[src/rtl/lbmc_pkg.sv]
// shared types and constants for the led blink mode controller
// no dependencies; imported by lbmc_led_channel and the top level
`default_nettype none

package lbmc_pkg;

   // sizes
   localparam int LED_COUNT  = 14;
   localparam int OUT_W      = 14;
   localparam int IDX_W      = 4;
   localparam int MODE_W     = 3;
   localparam int COUNT_W    = 8;
   localparam int REQ_DATA_W = 16;
   localparam int RSP_DATA_W = 32;

   // item kinds carried in tuser
   localparam logic ACTION_TICK = 1'b0;
   localparam logic ACTION_SET  = 1'b1;

   // led modes
   localparam logic [MODE_W-1:0] MODE_OFF      = 3'd0;
   localparam logic [MODE_W-1:0] MODE_ON       = 3'd1;
   localparam logic [MODE_W-1:0] MODE_BLINK_2HZ = 3'd2;
   localparam logic [MODE_W-1:0] MODE_BLINK_1HZ = 3'd3;
   localparam logic [MODE_W-1:0] MODE_BLINK_HALF = 3'd4;
   localparam logic [MODE_W-1:0] FLASH_BASE    = 3'd4;

   localparam logic [COUNT_W-1:0] COUNT_MAX = 8'hff;

   // per-beat control shared by all led channels
   typedef struct packed {
      logic              tick_en;
      logic [MODE_W-1:0] set_mode;
      logic              fast;
      logic              quarter;
      logic              half;
      logic              ph_fast;
      logic              ph_mid;
      logic              ph_slow;
   } lbmc_chan_ctrl_type;

endpackage

`default_nettype wire

[src/rtl/led_blink_mode_controller_top.sv]
// led blink mode controller, top level: stream ports, phases, led channels
// depends on lbmc_pkg and lbmc_led_channel
// flow: an accepted beat is held in the input register and, once the output is
// free, is processed into the result register that drives rsp_tvalid; one beat per
// cycle sustained while rsp_tready holds, set by the single update of the per-led state registers.
// reset: synchronous, clears modes, countdowns, levels, phases and both stages
`default_nettype none

module led_blink_mode_controller_top
   import lbmc_pkg::*;
(
   input  wire logic                  clock,
   input  wire logic                  reset,
   input  wire logic                  req_tvalid,
   output logic                       req_tready,
   // [3:0] led_index, [6:4] mode, [7] tick_fast, [8] tick_quarter,
   // [9] tick_half, [15:10] zero
   input  wire logic [REQ_DATA_W-1:0] req_tdata,
   // [0] action
   input  wire logic                  req_tuser,
   output logic                       rsp_tvalid,
   input  wire logic                  rsp_tready,
   // [13:0] led_levels, [27:14] led_changed, [31:28] zero
   output logic [RSP_DATA_W-1:0]      rsp_tdata
);

   // input stage
   logic              in_valid_ff, in_valid_in;
   logic              in_action_ff;
   logic [IDX_W-1:0]  in_idx_ff;
   logic [MODE_W-1:0] in_mode_ff;
   logic              in_fast_ff, in_quarter_ff, in_half_ff;

   // phases
   logic ph_fast_ff, ph_fast_in;
   logic ph_mid_ff, ph_mid_in;
   logic ph_slow_ff, ph_slow_in;

   // output stage
   logic             rsp_valid_ff, rsp_valid_in;
   logic [OUT_W-1:0] rsp_levels_ff, rsp_changed_ff;

   logic               accept, proc, out_ready, tick_go;
   lbmc_chan_ctrl_type ctrl;
   logic [LED_COUNT-1:0] lvl_q, lvl_d;
   logic [15:0]          lvl_q16, lvl_d16;

   // handshake
   assign out_ready  = !rsp_valid_ff || rsp_tready;
   assign proc       = in_valid_ff && out_ready;
   assign req_tready = !in_valid_ff || out_ready;
   assign accept     = req_tvalid && req_tready;
   assign tick_go    = proc && (in_action_ff == ACTION_TICK);

   assign in_valid_in  = accept ? 1'b1 : (proc ? 1'b0 : in_valid_ff);
   assign rsp_valid_in = proc ? 1'b1 : (rsp_tready ? 1'b0 : rsp_valid_ff);

   // input beat register
   always_ff @(posedge clock) begin
      if (reset) begin
         in_valid_ff <= 1'b0;
      end else begin
         in_valid_ff <= in_valid_in;
      end
      if (accept) begin
         in_action_ff  <= req_tuser;
         in_idx_ff     <= req_tdata[3:0];
         in_mode_ff    <= req_tdata[6:4];
         in_fast_ff    <= req_tdata[7];
         in_quarter_ff <= req_tdata[8];
         in_half_ff    <= req_tdata[9];
      end
   end

   // blink phases; slow phase toggles when mid phase rises
   always_comb begin
      ph_fast_in = ph_fast_ff;
      ph_mid_in  = ph_mid_ff;
      ph_slow_in = ph_slow_ff;
      if (tick_go) begin
         ph_fast_in = ph_fast_ff ^ in_quarter_ff;
         ph_mid_in  = ph_mid_ff ^ in_half_ff;
         ph_slow_in = ph_slow_ff ^ (in_half_ff && ph_mid_in);
      end
   end

   always_ff @(posedge clock) begin
      if (reset) begin
         ph_fast_ff <= 1'b0;
         ph_mid_ff  <= 1'b0;
         ph_slow_ff <= 1'b0;
      end else begin
         ph_fast_ff <= ph_fast_in;
         ph_mid_ff  <= ph_mid_in;
         ph_slow_ff <= ph_slow_in;
      end
   end

   // shared channel control
   always_comb begin
      ctrl.tick_en  = tick_go;
      ctrl.set_mode = in_mode_ff;
      ctrl.fast     = in_fast_ff;
      ctrl.quarter  = in_quarter_ff;
      ctrl.half     = in_half_ff;
      ctrl.ph_fast  = ph_fast_in;
      ctrl.ph_mid   = ph_mid_in;
      ctrl.ph_slow  = ph_slow_in;
   end

   // led channels; an out-of-range index selects none
   for (genvar i = 0; i < LED_COUNT; i++) begin : g_led
      lbmc_led_channel u_chan (
         .clock   (clock),
         .reset   (reset),
         .ctrl    (ctrl),
         .wr_en   (proc && (in_action_ff == ACTION_SET) && (in_idx_ff == IDX_W'(i))),
         .level_q (lvl_q[i]),
         .level_d (lvl_d[i])
      );
   end

   assign lvl_q16 = 16'(lvl_q);
   assign lvl_d16 = 16'(lvl_d);

   // result register
   always_ff @(posedge clock) begin
      if (reset) begin
         rsp_valid_ff <= 1'b0;
      end else begin
         rsp_valid_ff <= rsp_valid_in;
      end
      if (proc) begin
         rsp_levels_ff  <= lvl_d16[OUT_W-1:0];
         rsp_changed_ff <= lvl_d16[OUT_W-1:0] ^ lvl_q16[OUT_W-1:0];
      end
   end

   assign rsp_tvalid = rsp_valid_ff;
   assign rsp_tdata  = {(RSP_DATA_W-2*OUT_W)'(0), rsp_changed_ff, rsp_levels_ff};

   // a set-mode beat never changes a level
   a_set_no_change: assert property (@(posedge clock) disable iff (reset)
      proc && (in_action_ff == ACTION_SET) |=> rsp_changed_ff == '0)
      else $error("set-mode beat reported a level change");

   // a pending result always matches the live level state
   a_levels_track: assert property (@(posedge clock) disable iff (reset)
      rsp_valid_ff |-> rsp_levels_ff == lvl_q16[OUT_W-1:0])
      else $error("pending result out of step with level state");

   // input stalls only when both stages are full and blocked
   a_ready_stall: assert property (@(posedge clock) disable iff (reset)
      !req_tready |-> in_valid_ff && rsp_valid_ff && !rsp_tready)
      else $error("input stalled without back pressure");

   // a processed beat always yields a result next cycle
   a_proc_result: assert property (@(posedge clock) disable iff (reset)
      proc |=> rsp_valid_ff)
      else $error("processed beat lost its result");

endmodule

`default_nettype wire

[src/rtl/lbmc_led_channel.sv]
// one led channel: mode, flash countdown and level register
// depends on lbmc_pkg
`default_nettype none

module lbmc_led_channel
   import lbmc_pkg::*;
(
   input  wire logic               clock,
   input  wire logic               reset,
   input  wire lbmc_chan_ctrl_type ctrl,
   input  wire logic               wr_en,
   output logic                    level_q,
   output logic                    level_d
);

   logic [MODE_W-1:0]  mode_ff, mode_in;
   logic [COUNT_W-1:0] count_ff, count_in;
   logic               level_ff, level_in;
   logic [3:0]         flash_add;
   logic [COUNT_W:0]   sum;

   // twice the number of flashes requested
   assign flash_add = {mode_ff - FLASH_BASE, 1'b0};

   // next channel state
   always_comb begin
      mode_in  = mode_ff;
      count_in = count_ff;
      level_in = level_ff;
      sum      = '0;
      if (wr_en) begin
         mode_in = ctrl.set_mode;
      end else if (ctrl.tick_en) begin
         if (count_ff != '0) begin
            // flash still running: fold in a new request, then step
            if (mode_ff > FLASH_BASE) begin
               sum      = {1'b0, count_ff} + (COUNT_W+1)'(flash_add);
               count_in = sum[COUNT_W] ? COUNT_MAX : sum[COUNT_W-1:0];
               mode_in  = MODE_OFF;
            end
            if (ctrl.fast) begin
               count_in = count_in - COUNT_W'(1);
               level_in = ~level_ff;
            end
         end else begin
            case (mode_ff)
               MODE_OFF:        level_in = 1'b0;
               MODE_ON:         level_in = 1'b1;
               MODE_BLINK_2HZ:  if (ctrl.quarter) level_in = ctrl.ph_fast;
               MODE_BLINK_1HZ:  if (ctrl.half) level_in = ctrl.ph_mid;
               MODE_BLINK_HALF: if (ctrl.half) level_in = ctrl.ph_slow;
               default: begin
                  // flash request: load countdown, level held
                  count_in = COUNT_W'(flash_add);
                  mode_in  = MODE_OFF;
               end
            endcase
         end
      end
   end

   // state registers
   always_ff @(posedge clock) begin
      if (reset) begin
         mode_ff  <= MODE_OFF;
         count_ff <= '0;
         level_ff <= 1'b0;
      end else begin
         mode_ff  <= mode_in;
         count_ff <= count_in;
         level_ff <= level_in;
      end
   end

   assign level_q = level_ff;
   assign level_d = level_in;

endmodule

`default_nettype wire

[config.mk]
export PLATFORM = sky130hd
export DESIGN_NAME = led_blink_mode_controller_top
export DESIGN_NICKNAME = d
export VERILOG_FILES = /design/src/rtl/lbmc_pkg.sv /design/src/rtl/led_blink_mode_controller_top.sv /design/src/rtl/lbmc_led_channel.sv
export SDC_FILE = /design/constraint.sdc
export NUM_CORES = 1
export LEC_CHECK = 0
export ABC_CLOCK_PERIOD_IN_PS = 8200
export BUFFER_PORTS_ARGS = -buffer_cell sky130_fd_sc_hd__buf_2
export CORE_MARGIN = 2
export CORE_UTILIZATION = 40
export DETAILED_ROUTE_END_ITERATION = 7
export GPL_TIMING_DRIVEN = 0
export HOLD_SLACK_MARGIN = 0.02
export SYNTH_ARGS = -nofsm -noshare
export SYNTH_HDL_FRONTEND = slang
export SYNTH_HIERARCHICAL = 1
export SYNTH_SLANG_ARGS = --single-unit
[constraint.sdc]
create_clock -name clock -period 8.2 [get_ports clock]
set_input_delay 0.82 -clock clock [delete_from_list [all_inputs] [get_ports clock]]
set_output_delay 0.82 -clock clock [all_outputs]
set_load 0.02 [all_outputs]
==> results.txt, run 1 <==
----------------------------------------------------
[Routing]
  Wire length on met3 ... 1850 um
  Number of routed nets with antenna violations ... 0
  Via count ... 16748
  Highest routed metal layer ... met5
  Detailed route wirelength on metal2 ... 21400 um
  Routed Wire Length ... 47500 um
  Remaining design rule violation count ... 0
  Routed length on met1 ... 22600 um
  Drt initial violations ... 1042
  Routed wire per std cell ... 16.3 um
  Post-DR vias/cell ... 5.74
  DRT Pass-1 Iters ... 5

[Timing]
  Worst-case clock skew ... 0.0201 ns
  Worst relative slew slack ... 15.8%
  Final number of setup-violating endpoints ... 0
  Fraction of the cycle the final worst path needs ... 47.6%
  Setup repair after global routing missed its margin ... no
  Max-slew violations ... 0
  Max Fclk ... 256 MHz
  Final hold vios ... 0
  Worst hold margin ... 0.422 ns
  Minimum clock period ... 3.90 ns
  Final sum of negative setup slack ... 0 ns
  Tightest Pin Transition ... 1.26 ns

[Worst setup path]
  Startpoint-to-endpoint class of the critical path ... register to register
  Cells along the critical path ... nand3_1, xnor2_2, buf_8, mux2i_1, nor3b_1, a2111oi_2, a211oi_1, o22a_1, xor2_1
  Arrival time reported for the critical path endpoint ... 4.30 ns
  Maximum fanout along the worst path ... 15
  Critical Path Sink ... rsp_changed_ff[11]
  Crit path from ... in_quarter_ff
  Launch point of the worst reg-to-reg path ... in_quarter_ff
  Worst Setup End Kind ... register
  Slowest Stage Delay on Critical Path ... 1.18 ns
  Cell type of the slowest stage on the worst timing path ... edfxtp_1
  Worst Reg-to-Reg Cells ... 9
  Crit start category ... register
  Worst reg2reg endpoint ... rsp_changed_ff[11]
  Required time at the endpoint of the critical path ... 8.60 ns
  Worst R2R Setup Slack ... 4.30 ns

[Power]
  Power density over the cells ... 129 nW/um2
  Internal power summed over all cells ... 1.89 mW
  Leakage dissipation ... 7.38 nW
  Comb power frac ... 8.1%
  Switching power as a share of total power ... 25.3%
  Sequential share of power ... 43.1%
  Clock Power Share ... 48.8%
  Sw Pwr ... 0.642 mW
  Worst VDD drop ... 0.149 mV

[Status]
  Status ... finished, final reports clean

[Clocking]
  Num CTS Buffers ... 28
  H-tree levels ... 1
  Clock sink count ... 212
  CTS tree ... yes
  Post-CTS setup buffer count ... 0
  # resized after CTS ... 0
  Register clock-pin slew on the reported worst setup and hold paths ... 0.06 ns
  Post-CTS Hold Buffers ... 0
  Root Buffer Master ... clkbuf_16
  Clock Latency Late Sink ... 0.58 ns
  Largest buffer count on any clock path ... 3

[Yosys]
  Netlist Area Pre-Place ... 17600 um2
  Register bit total from synthesis ... 212
  Share of synthesized flip-flops with an asynchronous set or reset ... 0%
  Synthesis warning total ... 6
  Number of instances in the synthesized netlist ... 2224
  Number of enable flip-flop cells after synthesis ... 39
  Portion of the post-synthesis area used by sequential elements ... 26.4%
  Synthesized area per cell ... 7.90 um2
  Distinct cells, synth ... 81
  Flip-flop cell with the highest count after synthesis ... dfxtp_1

[Floorplan]
  Floorplan die area ... 45600 um2
  Overall die width ... 214 um
  Site Rows ... 76
  Die H ... 214 um
  Top Ports ... 55
  Starting density of the core ... 40.6%
  Core footprint ... 43300 um2

[Final layout]
  Number of nets in the final layout ... 2403
  Area delta synth->final ... 12.2%
  Antenna diodes ... 0
  Share of layout cells above drive strength 1 ... 13.4%

[Place]
  Total half-perimeter wirelength after legalization and detailed placement ... 34300 um
  Quantity of I/O buffers inserted on ports ... 44
  Gp weighted congestion ... 0.881

[Global routing]
  Number of antenna violations at the first check in global routing ... 2
  Number of global-route vias before repair ... 16124
  Pin count of the biggest net entering global routing ... 48
  Overall global routing resource usage ... 21.0%
  Sum of overflow across all layers after global routing ... 0
  Global-route wire length before repair ... 79800 um

[Run]
  Max-capacitance violation count ... 0

[Hold path]
  Hold WC Path Type ... primary input to register

----------------------------------------------------
==> cells in the final DEF, fill, tap and decap left out, drive strengths merged, types with 26 or more instances in the layout <==
cell / instances
nand4: 30
a211oi: 55
nand2b: 69
nand2: 242
nor3: 72
nor2b: 58
a31oi: 39
inv: 55
buf: 111
mux2i: 56
a21o: 51
mux2: 32
a21oi: 279
dfxtp: 173
nand3: 60
ha: 57
o21ai: 113
clkbuf: 63
nor3b: 26
nor2: 228
xor2: 82
edfxtp: 39
==> critical path: cells and delay by family (launching register included) <==
kind,cells,cell delay [ns]
AND/OR/NAND/NOR,2,0.65
buffers and inverters,1,0.24
flip-flops,1,1.18
multiplexers,1,0.08
AO/OA/AOI/OAI,3,0.61
XOR/XNOR,2,0.93
==> power groups by stage <==
stage	logic (mW)	clock network [mW]	registers [mW]
final	0.205	1.24	1.09
after floorplan	0.122	0	1.12
after CTS	0.205	1.27	1.09
after detailed placement	0.204	0	1.12
after global routing	0.224	1.32	1.09
after global placement	0.181	0	1.12
==> per-layer routing <==
metal  global-route usage (%)  vias up
li1                         -     8366
met5                        0        -
met3                     2.64      101
met1                     28.2     7923
met2                     34.5      354
met4                     7.73        4
==> worst min path at each step <==
stage / from / slack [ns] / to / cells after the start
floorplan: g_led[1].u_chan/count_ff[3] / 0.44 / g_led[1].u_chan/count_ff[3] / 2
global placement: g_led[1].u_chan/count_ff[3] / 0.48 / g_led[1].u_chan/count_ff[3] / 2
detailed placement: g_led[1].u_chan/count_ff[3] / 0.48 / g_led[1].u_chan/count_ff[3] / 2
CTS: req_tdata[7] / 0.39 / in_fast_ff / 1
global route: req_tdata[7] / 0.40 / in_fast_ff / 1
finish: req_tdata[7] / 0.42 / in_fast_ff / 1
==> cells in the mapped netlist (all sizes together) (51+ instances only) <==
master,count,share of area (%)
a21oi,279,8.0
nand2,242,5.2
nor2,228,4.9
dfxtp,173,20
o21ai,113,4.1
xor2,82,4.1
nor3,72,2.1
nand2b,69,2.5
nand3,60,1.7
nor2b,58,2.1
buf,57,1.9
ha,57,4.1
mux2i,56,3.2
a211oi,55,2.7
inv,55,1.2
a21o,51,2.2
==> per-stage QoR <==
stage / area [um2] / instances / setup WS [ns] / power [mW] / utilization (%)
global route: 19700 / 2918 / 4.14 / 2.63 / 45.6
finish: 19700 / 2918 / 4.30 / 2.54 / 45.6
CTS: 19700 / 2918 / 4.33 / 2.57 / 45.6
global placement: 18500 / 2856 / 2.06 / 1.31 / 42.8
floorplan: 17600 / 2227 / 4.17 / 1.24 / -
detailed placement: 18800 / 2866 / 4.28 / 1.32 / 43.4
==> area by class of cell <==
type / count / area (um2)
clock inverters: 16 / 143
plain buffers: 84 / 428
fillers: 4249 / 23500
flip-flops and latches: 212 / 4630
repair buffers: 54 / 450
clock buffers: 36 / 792
inverters: 55 / 206
multi-input cells: 1876 / 12300
well taps: 585 / 732
==> cell families after synthesis <==
| logic type | Yosys count | share of synthesized area [%] |
|---|---|---|
| AOI/OAI and AO/OA | 710 | 27.4 |
| xor gates and xnor gates | 89 | 4.44 |
| adders and majority gates | 71 | 5.65 |
| buffers and inverters | 139 | 3.61 |
| DFF | 212 | 26.4 |
| muxes | 88 | 5.24 |
| other | 1 | 0.0213 |
| and+or+nand+nor | 914 | 27.3 |
==> registers in the layout (all words and copies together) (netlist names), 3 cells and up <==
name                   cells
g_led.u_chan/mode_ff      42
g_led.u_chan/level_q      14
in_idx_ff                  4
rsp_changed_ff            14
rsp_levels_ff             14
in_mode_ff                 3
g_led.u_chan/count_ff    112
Power figures use the tool's default switching activity.
==> inputs of run 2 (changes only) <==
- ABC_AREA: not set -> 1
- ABC_CLOCK_PERIOD_IN_PS: 8200 -> 3400
- clock period: 8.2 -> 3.4 ns (I/O delays scaled with it)
==> run 2 against run 1 <==
Compared with the run above:
- combinational power rose to 2.6 times the previous value
- final area fell by 0.66%
- clock skew fell by 0.012 ns
- power rose to 2.5 times the previous value
- synthesized cell count rose by 20%
- final cell count rose by 15%
- sequential power rose by 140%
- critical endpoint is now rsp_changed_ff[10]
==> results.txt, run 2 <==
----------------------------------------------------
[Status]
  Status ... finished, final reports clean

[Timing]
  Worst hold margin ... 0.162 ns (-0.260 ns)
  Final hold vios ... 0 (unchanged)
  Worst-case setup margin in the final layout ... 0.460 ns (-3.84 ns)
  Max-slew violations ... 0 (unchanged)
  Worst-case clock skew ... 0.00840 ns (-0.0117 ns)
  Final number of setup-violating endpoints ... 0 (unchanged)
  Setup repair after global routing missed its margin ... no
  Max Fclk ... 340 MHz (+33%)
  Tightest Pin Transition ... 1.32 ns (+0.0598 ns)
  Worst relative slew slack ... 11.9% (-4.0 points)
  Minimum clock period ... 2.94 ns (-0.963 ns)
  Fraction of the cycle the final worst path needs ... 86.5% (+39 points)

[Final layout]
  Biggest register ... g_led.u_chan/count_ff
  Number of nets in the final layout ... 2856 (+19%)
  Leading cell type in the layout, fill and taps excluded ... nand2_1
  Area delta synth->final ... 13.3%
  Final core utilization ... 45.7% (+0.10 points)
  Registers with the most flip-flops ... g_led.u_chan/count_ff: 112 flops, g_led.u_chan/mode_ff: 42 flops
  Most used cells in the layout excluding fill and tap cells ... 796 x nand2_1, 340 x inv_1, 266 x nand3_1, 173 x dfxtp_1, 169 x nor2_1
  Antenna diodes ... 0 (unchanged)
  Final standard cell area without fillers ... 19600 um2 (-0.66%)
  Number of flip-flops under the largest register name ... 112 (unchanged)
  Share of layout cells above drive strength 1 ... 15.2% (+1.7 points)
  Total of fill cells in the finished design ... 4367 (+2.8%)

[Global routing]
  Overall global routing resource usage ... 21.3% (+0.34 points)
  Number of global-route vias before repair ... 16047 (-0.48%)
  Pin count of the biggest net entering global routing ... 48 (unchanged)
  Sum of overflow across all layers after global routing ... 0 (unchanged)
  Number of antenna violations at the first check in global routing ... 0 (-2)
  Global-route wire length before repair ... 79000 um (-1.0%)

[Floorplan]
  Core footprint ... 42900 um2 (-0.88%)
  Starting density of the core ... 40.3% (-0.28 points)
  Site Rows ... 76 (unchanged)
  Overall die width ... 212 um (-0.77%)
  Die H ... 212 um (-0.77%)
  Top Ports ... 55 (unchanged)
  Floorplan die area ... 44900 um2 (-1.5%)

[Routing]
  Number of routed nets with antenna violations ... 0 (unchanged)
  Drt initial violations ... 1244 (+19%)
  Routed Wire Length ... 47700 um (+0.47%)
  Routed wire per std cell ... 14.2 um (-13%)
  Remaining design rule violation count ... 0 (unchanged)
  Via count ... 17424 (+4.0%)
  Post-DR vias/cell ... 5.17 (-9.9%)
  DRT Pass-1 Iters ... 5 (unchanged)

[Yosys]
  Distinct cells, synth ... 41 (-49%)
  Register bit total from synthesis ... 212 (unchanged)
  Leading cell types by total area after synthesis ... dfxtp_1 20%, nand2_1 17%, nand3_1 7.7%
  Synth cell count leaders ... 796 x nand2_1, 340 x inv_1, 266 x nand3_1, 173 x dfxtp_1, 169 x nor2_1
  Synthesized area per cell ... 6.50 um2 (-18%)
  Number of enable flip-flop cells after synthesis ... 39 (unchanged)
  Most frequent cell after synthesis ... nand2_1
  Share of synthesized flip-flops with an asynchronous set or reset ... 0% (unchanged)
  Number of instances in the synthesized netlist ... 2663 (+20%)
  Netlist Area Pre-Place ... 17300 um2 (-1.6%)
  Synth area leader ... dfxtp_1
  Portion of the post-synthesis area used by sequential elements ... 26.8% (+0.42 points)
  Flip-flop cell with the highest count after synthesis ... dfxtp_1
  Yosys top cell area share ... 20.0% (+0.32 points)
  Synthesis warning total ... 6 (unchanged)

[Power]
  Worst VDD drop ... 0.365 mV (+150%)
  Power Total ... 6.38 mW (+150%)
  Leakage dissipation ... 9.15 nW (+24%)
  Power density over the cells ... 326 nW/um2 (+150%)

[Run]
  Max-capacitance violation count ... 0 (unchanged)

[Worst setup path]
  Required time at the endpoint of the critical path ... 3.74 ns (-4.86 ns)
  Arrival time reported for the critical path endpoint ... 3.28 ns (-1.02 ns)
  Worst reg2reg endpoint ... rsp_changed_ff[10]
  Worst R2R Setup Slack ... 0.46 ns (-3.84 ns)
  Crit path from ... in_half_ff
  Startpoint-to-endpoint class of the critical path ... register to register
  Launch point of the worst reg-to-reg path ... in_half_ff
  Worst Reg-to-Reg Cells ... 15 (+6)
  Critical Path Sink ... rsp_changed_ff[10]
  Maximum fanout along the worst path ... 14 (-1)
  Crit start category ... register
  Worst Setup End Kind ... register

[Clocking]
  Largest buffer count on any clock path ... 3 (unchanged)
  Clock Latency Late Sink ... 0.55 ns (-0.03 ns)
  H-tree levels ... 1 (unchanged)
  Clock sink count ... 212 (unchanged)
  Register clock-pin slew on the reported worst setup and hold paths ... 0.06 ns (about the same)
  CTS tree ... yes
  Root Buffer Master ... clkbuf_16
  Num CTS Buffers ... 27 (-3.6%)

[Place]
  Cell area after placement ... 18400 um2 (-2.1%)
  Worst slack at placement ... -0.469 ns (-4.74 ns)
  Total half-perimeter wirelength after legalization and detailed placement ... 33800 um (-1.4%)
  Quantity of I/O buffers inserted on ports ... 44 (unchanged)
  Gp weighted congestion ... 0.876 (-0.58%)

[Hold path]
  Hold WC Path Type ... primary input to register

----------------------------------------------------
-- run 2: cell types whose count changed in the layout (fill, tap and decap cells not counted), moves of 53 or more --
cell and change:
o211ai_1 +53, mux2i_1 -56, a21oi_1 -109, nor2_1 -59
nand2_1 +554, inv_1 +285, nand3_1 +207, nor2b_1 -57
xor2_1 -68, nand2b_1 -69, inv_2 +70
-- run 2: worst min-delay path by stage --
stage                                      startpoint                           to  slack, ns  depth (start not counted)
after floorplan                                 reset  g_led[0].u_chan/count_ff[2]       0.41                          1
after global placement    g_led[9].u_chan/count_ff[0]  g_led[9].u_chan/count_ff[0]       0.45                          2
after detailed placement  g_led[1].u_chan/count_ff[0]  g_led[1].u_chan/count_ff[0]       0.46                          2
after CTS                                  req_tvalid                  in_valid_ff       0.11                          3
after global routing                       req_tvalid                  in_valid_ff       0.14                          3
final                                      req_tvalid                  in_valid_ff       0.16                          3
-- run 2: what timing repair did --
item	in CTS	in global routing
setup buffers	3	6
hold endpoints to repair	11	0
endpoints found under the setup margin	42	15
resized for setup	0	0
hold buffers	11	0
pin swaps	0	0
-- run 2: report_power, final --
part	internal, mW	switching [mW]	total [mW]
Combinational	0.170	0.361	0.531
Clock	2.00	1.19	3.19
Sequential	2.61	0.0504	2.66
Total	4.78	1.60	6.38
-- run 2: worst max-delay path, cell delays in order, from the launching register on --
cell	delay, ns
edfxtp_1	0.49
ha_1	0.27
nand2_1	0.06
nand2_1	0.05
nand3_1	0.07
nand2_1	0.07
inv_1	0.60
nand2_1	0.11
nand3_1	0.11
o211ai_1	0.09
nand3_1	0.09
o211ai_1	0.08
nand2_1	0.08
o21ai_0	0.09
inv_1	0.16
xor2_1	0.30
-- run 2: per-layer routing --
metal  track usage, %  vias to the layer above  routed length (um)
li1                 -                     8958                   -
met1             28.6                     8007               22500
met2             35.1                      382               21700
met3             2.58                       77                2100
met4             7.92                        0                1440
met5                0                        -                   0
-- run 2: cells by family after synthesis --
logic type / count (synthesis) / share of synthesized area, %
AO/OA/AOI/OAI: 370 / 12.4
XOR/XNOR: 14 / 0.709
flip-flops: 212 / 26.8
AND/OR/NAND/NOR: 1551 / 44.3
adder cells (fa/ha/maj): 71 / 5.74
other: 1 / 0.0217
buffers and inverters: 444 / 10.0
-- run 2: metrics by stage --
| step | TNS [ns] | instances |
|---|---|---|
| finish | 0 | 3369 |
| global route | 0 | 3369 |
| CTS | 0 | 3363 |
| detailed placement | -8.88 | 3300 |
| global placement | -82.66 | 3295 |
| floorplan | 0 | 2666 |
-- run 2: final cells by class --
| cell class | count | area [um2] | share of cell area (%) |
|---|---|---|---|
| Timing Repair Buffer | 69 | 563 | 2.87 |
| Clock buffer | 32 | 736 | 3.76 |
| Sequential cell | 212 | 4630 | 23.7 |
| Multi-Input combinational cell | 2010 | 10900 | 55.9 |
| Clock inverter | 17 | 246 | 1.26 |
| Tap cell | 585 | 732 | 3.74 |
| Inverter | 411 | 1550 | 7.89 |
| Buffer | 33 | 188 | 0.958 |
